**src/rtl/core/dhv_pkg.sv**
```systemverilog
// Shared types, codes and the payload type table of the DoIP header validator.
package dhv_pkg;

  localparam int unsigned HeaderBytes = 8;
  localparam int unsigned CountW      = $clog2(HeaderBytes) + 1;
  localparam int unsigned IdxW        = $clog2(HeaderBytes);

  localparam logic [1:0] ST_OK         = 2'd0;
  localparam logic [1:0] ST_BAD_FORMAT = 2'd1;
  localparam logic [1:0] ST_BAD_TYPE   = 2'd2;
  localparam logic [1:0] ST_INCOMPLETE = 2'd3;

  localparam logic [7:0] VER_SUM = 8'hFF;

  localparam logic [15:0] PT_NACK         = 16'h0000;
  localparam logic [15:0] PT_VID_REQ      = 16'h0001;
  localparam logic [15:0] PT_VID_REQ_EID  = 16'h0002;
  localparam logic [15:0] PT_VID_REQ_VIN  = 16'h0003;
  localparam logic [15:0] PT_VID_RSP      = 16'h0004;
  localparam logic [15:0] PT_ROUTE_REQ    = 16'h0005;
  localparam logic [15:0] PT_ROUTE_RSP    = 16'h0006;
  localparam logic [15:0] PT_ALIVE_REQ    = 16'h0007;
  localparam logic [15:0] PT_ALIVE_RSP    = 16'h0008;
  localparam logic [15:0] PT_ENT_REQ      = 16'h4001;
  localparam logic [15:0] PT_ENT_RSP      = 16'h4002;
  localparam logic [15:0] PT_PWR_REQ      = 16'h4003;
  localparam logic [15:0] PT_PWR_RSP      = 16'h4004;
  localparam logic [15:0] PT_DIAG_MSG     = 16'h8001;
  localparam logic [15:0] PT_DIAG_ACK     = 16'h8002;
  localparam logic [15:0] PT_DIAG_NACK    = 16'h8003;

  typedef struct packed {
    logic        short_pkt;
    logic        is_tcp;
    logic [7:0]  ver;
    logic [7:0]  inv_ver;
    logic [15:0] ptype;
    logic [31:0] plen;
    logic [31:0] seen;
  } dhv_rec_t;

  function automatic logic type_ok(input logic [15:0] ptype, input logic [31:0] plen,
                                   input logic tcp);
    logic ok;
    begin
      case (ptype)
        PT_NACK:        ok = (plen == 32'd1);
        PT_VID_REQ:     ok = (plen == 32'd0) && !tcp;
        PT_VID_REQ_EID: ok = (plen == 32'd6) && !tcp;
        PT_VID_REQ_VIN: ok = (plen == 32'd17) && !tcp;
        PT_VID_RSP:     ok = ((plen == 32'd32) || (plen == 32'd33)) && !tcp;
        PT_ROUTE_REQ:   ok = ((plen == 32'd7) || (plen == 32'd11)) && tcp;
        PT_ROUTE_RSP:   ok = ((plen == 32'd9) || (plen == 32'd13)) && tcp;
        PT_ALIVE_REQ:   ok = (plen == 32'd0) && tcp;
        PT_ALIVE_RSP:   ok = (plen == 32'd2) && tcp;
        PT_ENT_REQ:     ok = (plen == 32'd0) && !tcp;
        PT_ENT_RSP:     ok = (plen == 32'd7) && !tcp;
        PT_PWR_REQ:     ok = (plen == 32'd0) && !tcp;
        PT_PWR_RSP:     ok = (plen == 32'd1) && !tcp;
        PT_DIAG_MSG,
        PT_DIAG_ACK,
        PT_DIAG_NACK:   ok = (plen >= 32'd5) && tcp;
        default:        ok = 1'b0;
      endcase
      return ok;
    end
  endfunction

endpackage

```
**src/rtl/core/dhv_if.sv**
```systemverilog
// Byte input and verdict output channel interfaces of the DoIP header validator.
interface dhv_in_if;
  logic       valid;
  logic       ready;
  logic [7:0] data_byte;
  logic       is_tcp;
  logic       last;

  modport source (output valid, output data_byte, output is_tcp, output last, input ready);
  modport sink (input valid, input data_byte, input is_tcp, input last, output ready);
endinterface

interface dhv_out_if;
  logic        valid;
  logic        ready;
  logic [1:0]  status;
  logic [15:0] payload_type;
  logic [31:0] payload_length;
  logic [7:0]  protocol_version;

  modport source (output valid, output status, output payload_type, output payload_length,
                  output protocol_version, input ready);
  modport sink (input valid, input status, input payload_type, input payload_length,
                input protocol_version, output ready);
endinterface

```
**src/rtl/core/dhv_collect.sv**
```systemverilog
// Header gathering, payload counting and packet record register.
module dhv_collect (
  input  logic              clk_i,
  input  logic              rst_ni,
  dhv_in_if.sink            in_i,
  output logic              rec_vld_o,
  input  logic              rec_rdy_i,
  output dhv_pkg::dhv_rec_t rec_o
);
  import dhv_pkg::*;

  logic [CountW-1:0] cnt_q, cnt_d, cnt_nxt;
  logic [31:0]       seen_q, seen_d, seen_nxt;
  logic [7:0]        hdr_q [HeaderBytes];
  logic [7:0]        hdr_d [HeaderBytes];
  logic              hdr_full;
  logic              accept;
  logic              rec_vld_q, rec_vld_d;
  dhv_rec_t          rec_q, rec_d;

  assign hdr_full  = (cnt_q == CountW'(HeaderBytes));
  assign in_i.ready = !rec_vld_q || rec_rdy_i;
  assign accept    = in_i.valid && in_i.ready;

  always_comb begin
    hdr_d    = hdr_q;
    cnt_nxt  = cnt_q;
    seen_nxt = seen_q;
    if (!hdr_full) begin
      hdr_d[cnt_q[IdxW-1:0]] = in_i.data_byte;
      cnt_nxt = cnt_q + CountW'(1);
    end else if (seen_q != '1) begin
      seen_nxt = seen_q + 32'd1;
    end
  end

  always_comb begin
    cnt_d     = cnt_q;
    seen_d    = seen_q;
    rec_vld_d = rec_vld_q && !rec_rdy_i;
    if (accept) begin
      if (in_i.last) begin
        cnt_d     = '0;
        seen_d    = '0;
        rec_vld_d = 1'b1;
      end else begin
        cnt_d  = cnt_nxt;
        seen_d = seen_nxt;
      end
    end
  end

  always_comb begin
    rec_d.short_pkt = (cnt_nxt != CountW'(HeaderBytes));
    rec_d.is_tcp    = in_i.is_tcp;
    rec_d.ver       = hdr_d[0];
    rec_d.inv_ver   = hdr_d[1];
    rec_d.ptype     = {hdr_d[2], hdr_d[3]};
    rec_d.plen      = {hdr_d[4], hdr_d[5], hdr_d[6], hdr_d[7]};
    rec_d.seen      = seen_nxt;
  end

  always_ff @(posedge clk_i or negedge rst_ni) begin
    if (!rst_ni) begin
      cnt_q     <= '0;
      seen_q    <= '0;
      rec_vld_q <= 1'b0;
    end else begin
      cnt_q     <= cnt_d;
      seen_q    <= seen_d;
      rec_vld_q <= rec_vld_d;
    end
  end

  always_ff @(posedge clk_i) begin
    if (accept) begin
      hdr_q <= hdr_d;
    end
    if (accept && in_i.last) begin
      rec_q <= rec_d;
    end
  end

  assign rec_vld_o = rec_vld_q;
  assign rec_o     = rec_q;

`ifndef SYNTH
  a_cnt_range: assert property (@(posedge clk_i) disable iff (!rst_ni)
    cnt_q <= CountW'(HeaderBytes))
    else $error("header count out of range");

  a_seen_after_hdr: assert property (@(posedge clk_i) disable iff (!rst_ni)
    (seen_q != '0) |-> hdr_full)
    else $error("payload counted before header complete");

  a_last_clears: assert property (@(posedge clk_i) disable iff (!rst_ni)
    (accept && in_i.last) |=> (cnt_q == '0) && (seen_q == '0) && rec_vld_q)
    else $error("last byte did not restart the packet");
`endif

endmodule

```
**src/rtl/core/dhv_check.sv**
```systemverilog
// Version, type table and completeness checks with the verdict output register.
module dhv_check (
  input  logic              clk_i,
  input  logic              rst_ni,
  input  logic              rec_vld_i,
  output logic              rec_rdy_o,
  input  dhv_pkg::dhv_rec_t rec_i,
  dhv_out_if.source         out_o
);
  import dhv_pkg::*;

  logic        out_vld_q, out_vld_d;
  logic [1:0]  status_q, status_d;
  logic [15:0] ptype_q, ptype_d;
  logic [31:0] plen_q, plen_d;
  logic [7:0]  ver_q, ver_d;
  logic        ver_bad;
  logic        take;

  assign rec_rdy_o = !out_vld_q || out_o.ready;
  assign take      = rec_vld_i && rec_rdy_o;
  assign ver_bad   = ({1'b0, rec_i.ver} + {1'b0, rec_i.inv_ver}) != {1'b0, VER_SUM};

  always_comb begin
    ptype_d = rec_i.ptype;
    plen_d  = rec_i.plen;
    ver_d   = rec_i.ver;
    if (rec_i.short_pkt) begin
      status_d = ST_BAD_FORMAT;
      ptype_d  = '0;
      plen_d   = '0;
      ver_d    = '0;
    end else if (ver_bad) begin
      status_d = ST_BAD_FORMAT;
    end else if (!type_ok(rec_i.ptype, rec_i.plen, rec_i.is_tcp)) begin
      status_d = ST_BAD_TYPE;
    end else if (rec_i.seen < rec_i.plen) begin
      status_d = ST_INCOMPLETE;
    end else begin
      status_d = ST_OK;
    end
  end

  assign out_vld_d = take || (out_vld_q && !out_o.ready);

  always_ff @(posedge clk_i or negedge rst_ni) begin
    if (!rst_ni) begin
      out_vld_q <= 1'b0;
    end else begin
      out_vld_q <= out_vld_d;
    end
  end

  always_ff @(posedge clk_i) begin
    if (take) begin
      status_q <= status_d;
      ptype_q  <= ptype_d;
      plen_q   <= plen_d;
      ver_q    <= ver_d;
    end
  end

  assign out_o.valid            = out_vld_q;
  assign out_o.status           = status_q;
  assign out_o.payload_type     = ptype_q;
  assign out_o.payload_length   = plen_q;
  assign out_o.protocol_version = ver_q;

`ifndef SYNTH
  a_short_verdict: assert property (@(posedge clk_i) disable iff (!rst_ni)
    (take && rec_i.short_pkt) |=> out_vld_q && (status_q == ST_BAD_FORMAT)
      && (ptype_q == '0) && (plen_q == '0) && (ver_q == '0))
    else $error("short packet verdict wrong");

  a_version_first: assert property (@(posedge clk_i) disable iff (!rst_ni)
    (take && !rec_i.short_pkt && ver_bad) |=> (status_q == ST_BAD_FORMAT))
    else $error("version mismatch not reported");

  a_ok_complete: assert property (@(posedge clk_i) disable iff (!rst_ni)
    (take && (status_d == ST_OK)) |-> (rec_i.seen >= rec_i.plen) && !ver_bad)
    else $error("ok verdict on incomplete or bad packet");
`endif

endmodule

```
**src/rtl/core/doip_header_validator_unit.sv**
```systemverilog
// Top level of the DoIP generic header validator.
// After the last byte of a packet is accepted, the record register and then the verdict register are loaded.
// Throughput: one byte per cycle while the input is not stalled; a packet may start in the cycle after a last byte.
// The record register and the verdict register decouple input from a stalled output.
// Reset clears the header count, the payload count and both valid flags.
// Header byte storage is not reset; stale bytes of a short packet do not reach the verdict, which zeroes its fields.
module doip_header_validator_unit (
  input  logic      clk_i,
  input  logic      rst_ni,
  dhv_in_if.sink    in_i,
  dhv_out_if.source out_o
);
  import dhv_pkg::*;

  logic     rec_vld;
  logic     rec_rdy;
  dhv_rec_t rec;

  dhv_collect u_collect (
    .clk_i     (clk_i),
    .rst_ni    (rst_ni),
    .in_i      (in_i),
    .rec_vld_o (rec_vld),
    .rec_rdy_i (rec_rdy),
    .rec_o     (rec)
  );

  dhv_check u_check (
    .clk_i     (clk_i),
    .rst_ni    (rst_ni),
    .rec_vld_i (rec_vld),
    .rec_rdy_o (rec_rdy),
    .rec_i     (rec),
    .out_o     (out_o)
  );

endmodule
```
**src/flat_wrapper.sv**
```systemverilog
// flat-port wrapper written by rule: the top's interface ports become plain ports
module doip_header_validator_unit_flat import dhv_pkg::*;
  (clk_i, rst_ni, in_i_valid, in_i_data_byte, in_i_is_tcp, in_i_last, in_i_ready, out_o_valid, out_o_status, out_o_payload_type, out_o_payload_length, out_o_protocol_version, out_o_ready);
  dhv_in_if in_i_i ();
  dhv_out_if out_o_i ();
  input  logic clk_i;
  input  logic rst_ni;
  input wire logic [$bits(in_i_i.valid)-1:0] in_i_valid;
  input wire logic [$bits(in_i_i.data_byte)-1:0] in_i_data_byte;
  input wire logic [$bits(in_i_i.is_tcp)-1:0] in_i_is_tcp;
  input wire logic [$bits(in_i_i.last)-1:0] in_i_last;
  output wire logic [$bits(in_i_i.ready)-1:0] in_i_ready;
  output wire logic [$bits(out_o_i.valid)-1:0] out_o_valid;
  output wire logic [$bits(out_o_i.status)-1:0] out_o_status;
  output wire logic [$bits(out_o_i.payload_type)-1:0] out_o_payload_type;
  output wire logic [$bits(out_o_i.payload_length)-1:0] out_o_payload_length;
  output wire logic [$bits(out_o_i.protocol_version)-1:0] out_o_protocol_version;
  input wire logic [$bits(out_o_i.ready)-1:0] out_o_ready;
  assign in_i_i.valid = in_i_valid;
  assign in_i_i.data_byte = in_i_data_byte;
  assign in_i_i.is_tcp = in_i_is_tcp;
  assign in_i_i.last = in_i_last;
  assign in_i_ready = in_i_i.ready;
  assign out_o_valid = out_o_i.valid;
  assign out_o_status = out_o_i.status;
  assign out_o_payload_type = out_o_i.payload_type;
  assign out_o_payload_length = out_o_i.payload_length;
  assign out_o_protocol_version = out_o_i.protocol_version;
  assign out_o_i.ready = out_o_ready;
  doip_header_validator_unit u_core (.clk_i(clk_i), .rst_ni(rst_ni), .in_i(in_i_i), .out_o(out_o_i));
endmodule
```
**config.mk**
```make
export PLATFORM = sky130hd
export DESIGN_NAME = doip_header_validator_unit_flat
export DESIGN_NICKNAME = d
export VERILOG_FILES = /design/src/rtl/core/dhv_pkg.sv /design/src/rtl/core/dhv_if.sv /design/src/rtl/core/dhv_collect.sv /design/src/rtl/core/dhv_check.sv /design/src/rtl/core/doip_header_validator_unit.sv /design/src/flat_wrapper.sv
export SDC_FILE = /design/constraint.sdc
export NUM_CORES = 1
export LEC_CHECK = 0
export ABC_CLOCK_PERIOD_IN_PS = 4500
export BUFFER_PORTS_ARGS = -buffer_cell sky130_fd_sc_hd__buf_2
export CORE_UTILIZATION = 37
export CTS_BUF_LIST = sky130_fd_sc_hd__clkbuf_16
export CTS_CLUSTER_SIZE = 12
export DETAILED_ROUTE_END_ITERATION = 16
export SYNTH_ARGS = -nofsm -noshare
export SYNTH_HDL_FRONTEND = slang
export SYNTH_SLANG_ARGS = --single-unit
```
**constraint.sdc**
```tcl
create_clock -name clk_i -period 4.5 [get_ports clk_i]
set_clock_uncertainty 0.1 [all_clocks]
set_input_delay 0.675 -clock clk_i [delete_from_list [all_inputs] [get_ports clk_i]]
set_output_delay 0.675 -clock clk_i [all_outputs]
set_load 0.05 [all_outputs]
```
After elaboration in Yosys (flattened, before gate mapping)
Cells that the tools add are included.
{"block": "word_totals", "output_inout_bits": 60, "regBits": 258, "in_bits": 14}
{"block": "classes", "n_mux": 16, "n_bitwise": 1, "reduce_logical": 33, "addsub": 3, "eq_ne": 29, "magnitude_cmp": 4}
{"op": "32-bit by 4-bit equality test with 1-bit output, second input constant", "count": 3}
{"op": "32-bit 2-to-1 mux", "count": 3}
{"op": "64-bit bitwise mux", "count": 1}
{"op": "16-bit by 15-bit equality test with 1-bit output, second input constant", "count": 4}
{"op": "16-bit by 3-bit equality test with 1-bit output, second input constant", "count": 4}
{"op": "32-bit by 3-bit equality test with 1-bit output, second input constant", "count": 2}
{"op": "32-bit by 6-bit equality test with 1-bit output, second input constant", "count": 2}
{"op": "64-bit 2-to-1 mux", "count": 1}
{"op": "16-bit equality test, second input constant", "count": 3}
{"op": "32-bit by 1-bit adder with 32-bit output, second input constant", "count": 1}
{"op": "16-bit by 2-bit equality test with 1-bit output, second input constant", "count": 2}
{"op": "32-bit by 1-bit equality test with 1-bit output, second input constant", "count": 1}
{"op": "32-bit by 2-bit equality test with 1-bit output, second input constant", "count": 1}
{"op": "32-bit by 5-bit equality test with 1-bit output, second input constant", "count": 1}
{"op": "32-bit by 3-bit greater-or-equal comparator with 1-bit output, second input constant", "count": 1}
{"op": "32-bit zero test", "count": 1}
{"op": "32-bit < comparator", "count": 1}
{"op": "32-bit inequality test, second input constant", "count": 1}
{"op": "8-bit demux with 3-bit select", "count": 1}
{"op": "1-bit logical AND", "count": 17}
{"op": "16-bit by 1-bit equality test with 1-bit output, second input constant", "count": 1}
{"op": "16-bit by 4-bit equality test with 1-bit output, second input constant", "count": 1}
{"op": "16-bit zero test", "count": 1}
{"op": "1-bit case mux with 12 select lines", "count": 1}
{"op": "16 further kinds", "count": 31}

Depth between registers and ports, before layout
{"block": "logic_depth", "word_depth": 7, "ltp_mapped": 9, "ltp_nobuf": 8}

Cells and area by module
A second synthesis with hierarchy kept.
{"block": "unflattened", "hier_cells": 926, "hier_area_um2": 12214.2}
{"module": "dhv_collect", "seq_area_each_um2": 5790.6, "area_each_um2": 8603.3, "cells_per_inst": 595, "instances": 1}
{"module": "dhv_check", "seq_area_each_um2": 1766.7, "area_each_um2": 3611.0, "cells_per_inst": 331, "instances": 1}

Worst setup path after synthesis
No wires, ideal clock.
{"block": "synth_timing", "path_kind": "input to register", "startpoint": "in out_o_ready", "endpoint": "reg u_core.u_collect.seen_q[23]", "n_path_buf": 1, "stages": 6, "required_ns": 4.278, "setup_slack_ns": 0.212, "t_arrival_ns": 4.066, "cell_sequence": "nand3b_1 -> nand2_1 -> clkinv_1 -> clkbuf_1 -> o21ai_0 -> a22o_1"}
{"block": "synth_via", "elab_chain_len": 3}
{"element": "start, declared", "line": "flat_wrapper.sv:18", "rtl": "input wire logic [$bits(out_o_i.ready)-1:0] out_o_ready;"}
{"element": "1-bit logical OR", "line": "dhv_check.sv:20", "rtl": "assign rec_rdy_o = !out_vld_q || out_o.ready;"}
{"element": "1-bit logical OR", "line": "dhv_collect.sv:22", "rtl": "assign in_i.ready = !rec_vld_q || rec_rdy_i;"}
{"element": "1-bit logical AND", "line": "dhv_collect.sv:23", "rtl": "assign accept = in_i.valid && in_i.ready;"}
{"element": "net u_core.u_collect.accept", "line": "dhv_collect.sv:17", "rtl": "logic accept;"}
{"element": "end signal, assigned", "line": "dhv_collect.sv:70", "rtl": "seen_q <= seen_d;"}
{"element": "end, declared", "line": "dhv_collect.sv:13", "rtl": "logic [31:0] seen_q, seen_d, seen_nxt;"}
The timed path passes the listed nets, and every way through them passes these cells.
A chain may end at the register's enable or synchronous reset.

Worst setup path after layout
{"block": "layout_timing", "startpoint": "reg u_core.u_collect.rec_q (netlist bit u_core.u_collect.rec_o[51])", "endpoint": "reg u_core.u_check.status_q[0], in the netlist u_core.u_check.out_o.status[0] (data pin)"}
{"block": "layout_via", "elab_chain_len": 7, "word_cells_on_any_way": 32}
{"element": "start, declared", "line": "dhv_collect.sv:19", "rtl": "dhv_rec_t rec_q, rec_d;"}
{"element": "start signal, assigned", "line": "dhv_collect.sv:80", "rtl": "rec_q <= rec_d;"}
{"element": "branches (longest 6 deep; another with 32-bit by 3-bit greater-or-equal comparator with 1-bit output)"}
{"element": "2-bit 2-to-1 mux (*)", "line": "dhv_check.sv:35", "rtl": "end else if (!type_ok(rec_i.ptype, rec_i.plen, rec_i.is_tcp)) begin"}
{"element": "end signal, assigned", "line": "dhv_check.sv:56", "rtl": "status_q <= status_d;"}
{"element": "end, declared", "line": "dhv_check.sv:13", "rtl": "logic [1:0] status_q, status_d;"}
Every way passes the cells marked *. The select of a mux whose other input is x is not followed.

==> impl_metrics.yaml <==
clock_network:
  cts_buffers: 28
  cts_resized: 0
  clk_latency_ns: 0.53
  clock_path_buffers: 3
  htreeDepth: 1
  clock-root-buffer: "clkbuf_16"
  cts_hold_buffers: 0
  cts.sinks: 258
  cts_tree: "built"
  clkTransAtPathRegs_ns: 0.06
  postCtsSetupBuffers: 0
setup_path:
  worstPathArrival_ns: 2.99
  worstPathBufferInverterCount: 0
  critical_path_class: "flip-flop to flip-flop"
  critPathCaptureType: "flip-flop"
  start_kind: "flip-flop"
  critical-path-top-delay-family: "simple AND/OR/NAND/NOR gates"
  cp.required_ns: 4.67
  critPathMaxStageDelay_ns: 0.57
  crit_slowest_cell: "or4_1"
  crit_path_cell_trace: "nor4_1 > nand4_1 > or4_1 > a32o_1 > a32oi_1 > o31ai_1"
  cp_max_fo: 4
yosys:
  synth_nets: 938
  seq_area_frac_synth: 0.635
  synth_cell_type_count: 72
  synth_edf_count: 220
  synth_top_area_share: 0.555
  yosys_most_used_dff: "edfxtp_1"
  syn_avg_cell_area_um2: 13.5
  syn_area_um2: 11900
  synthCells: 881
  synth-seq-cells: 258
  synthArstFlopShare: 0.147
  netlist_top_cells_area: "edfxtp_1 (55%), dfrtp_1 (8.0%), mux2_2 (6.1%)"
  yosys_warnings: 0
  synth_top_area_cell: "edfxtp_1"
placed_design:
  io_buffers: 73
  routabilityCongestion: 0.841
  placed_cell_area_um2: 12700
  place_hpwl_um: 17700
die:
  placementRows: 65
  die_w_um: 181
  die_h_um: 181
  io_pins: 74
  core_area_um2: 31600
  die_area_um2: 32900
  initial_core_util: 0.376
grt:
  grt_overflow: 0
  grt_usage: 0.162
  first_global_vias: 7147
  grt_pass1_wl_um: 41500
  grt_max_degree: 81
  antenna_found_initial: 0
final_layout:
  nNetsFinal: 1012
  multi_input_comb_area_um2: 4020
  fillerInstances: 2859
  seq_area_um2: 7560
  area_growth_pct: 13.9
  drive_above_1_share: 0.207
  postLayoutCellArea_um2: 13600
  num_antenna_cells: 0
timing:
  slew_headroom: 0.276
  fin_crit_sh: 0.626
  fmax_mhz: 355
  rsz0062_at_grt: "no"
  period_minus_slack_ns: 2.82
  setup_tns_ns: 0
  slew_violations: 0
  hold_violations: 0
  worstMarginPinSlew_ns: 1.09
  setup_viol: 0
run:
  drv_cap: 0
drt:
  vias: 7317
  drt_pass1_iterations: 5
  route.detailed.drc: 0
  viasPerCell: 5.31
  antenna_left: 0
  drt_iter0_drc: 658
  wl_um: 26500
  wl_per_cell_um: 19.2
power:
  ir_drop_v: 0.000243
  power_density_nw_per_um2: 437
  p_leak_nw: 5.18
worst_hold_path:
  hold_path.class: "input pin to async pin"
status:
  outcome: "finished clean"
-- area by class of cell --
class,count,area share
Timing Repair Buffer,81,0.0323
Multi-Input combinational cell,539,0.296
Clock inverter,22,0.00849
Tap cell,402,0.0371
Inverter,47,0.0131
Clock buffer,30,0.0554
Sequential cell,258,0.557
-- synthesized netlist by cell type (9+ instances only) --
master    count
a21oi_1      20
clkbuf_1     24
xnor2_1      25
nand4_1      18
nor2b_1      25
nand2_1      35
a31oi_1       9
o31ai_1      13
and3_1        9
nand3_1      26
a22o_1        9
ha_1         42
nor4_1       13
xor2_1       14
mux2_2       64
inv_1        43
edfxtp_1    220
dfrtp_1      38
o21ai_0      32
nor2_1       64
a21o_1       11
-- final timing paths --
check | from | end | slack, ns | depth (start not counted)
setup / recovery | u_core.u_collect.rec_o[51]$_DFFE_PP_ | u_core.u_check.out_o.status[0]$_SDFFCE_PP1P_ | 1.68 | 6
hold / removal | rst_ni | u_core.u_collect.seen_q[24]$_DFFE_PN0P_ | 0.17 | 1
setup reg to reg | u_core.u_collect.rec_o[51]$_DFFE_PP_ | u_core.u_check.out_o.status[0]$_SDFFCE_PP1P_ | 1.68 | 6
hold reg to reg | u_core.u_collect.rec_vld_o$_DFF_PN0_ | u_core.u_check.out_o.valid$_DFF_PN0_ | 0.40 | 1
min in group clk_i | in_i_is_tcp | u_core.u_collect.rec_o[96]$_DFFE_PP_ | 0.24 | 1
max in group asynchronous | rst_ni | u_core.u_collect.seen_q[6]$_DFFE_PN0P_ | 3.55 | 1
-- report_power, final --
group	total, W	internal [W]	switching [W]
Combinational	0.000773	0.000282	0.000491
Sequential	0.00300	0.00288	0.000117
Clock	0.00216	0.00124	0.000910
-- registers in the layout, indices dropped and copies added (netlist names) --
signal	flops
u_core.u_collect.rec_vld_o	1
u_core.u_check.out_o.payload_type	16
u_core.u_check.out_o.payload_length	32
u_core.u_check.out_o.valid	1
u_core.u_collect.cnt_q	4
u_core.u_collect.rec_o	98
u_core.u_check.out_o.status	2
u_core.u_check.out_o.protocol_version	8
u_core.u_collect.seen_q	32
u_core.u_collect.hdr_q	64
-- worst reg2reg max path, stage by stage, from the launching register on --
cell and delay, ns:
edfxtp_1 0.40, nor4_1 0.47, nand4_1 0.29, or4_1 0.57
a32o_1 0.27, a32oi_1 0.33, o31ai_1 0.12
-- stage by stage --
stage | std cells | hold WS, ns | total power, W | utilization | setup WS [ns]
floorplan | 881 | 0.279 | 0.00359 | - | 0.212
global placement | 1327 | 0.389 | 0.00380 | 0.401 | 1.43
detailed placement | 1327 | 0.391 | 0.00382 | 0.401 | 1.42
CTS | 1379 | 0.209 | 0.00598 | 0.429 | 1.70
global route | 1379 | 0.223 | 0.00616 | 0.429 | 1.48
finish | 1379 | 0.173 | 0.00593 | 0.429 | 1.68
-- cells by family (layout without fill, tap and decap cells) --
group                    count (synthesis)  in the layout  synth area share
AND/OR/NAND/NOR                        250            250             0.122
flip-flops                             258            258             0.635
XOR/XNOR                                39             39            0.0287
multiplexers                            68             68            0.0640
buffers and inverters                   84            180            0.0278
AO/OA/AOI/OAI                          139            139            0.0771
adder cells (fa/ha/maj)                 43             43            0.0458
-- metal layers --
metal,share of wire,vias up,GRT usage
li1,-,3493,-
met1,0.49,3589,0.240
met2,0.45,192,0.246
met3,0.044,43,0.0219
met4,0.022,0,0.0505
met5,0,-,0
-- layout by cell type (no fill, tap or decap), types with 4 or more instances in the layout --
cell	synthesis	routed
edfxtp_1	220	220
buf_2	6	73
nor2_1	64	64
mux2_2	64	64
inv_1	43	52
ha_1	42	42
dfrtp_1	38	38
nand2_1	35	35
o21ai_0	32	32
clkbuf_16	0	30
nand3_1	26	26
xnor2_1	25	25
nor2b_1	25	25
a21oi_1	20	20
nand4_1	18	18
xor2_1	14	14
o31ai_1	13	13
nor4_1	13	13
a21o_1	11	11
clkinv_1	3	10
and3_1	9	9
a22o_1	9	9
a31oi_1	9	9
o21ai_1	8	8
o211ai_1	8	8
nor3_1	8	8
and4_1	7	7
buf_4	2	7
a211oi_1	5	5
nor3b_1	5	5
nand3b_1	4	4
nor4_2	4	4
or2_2	4	4
No activity file was read; power rests on OpenSTA's default activity.
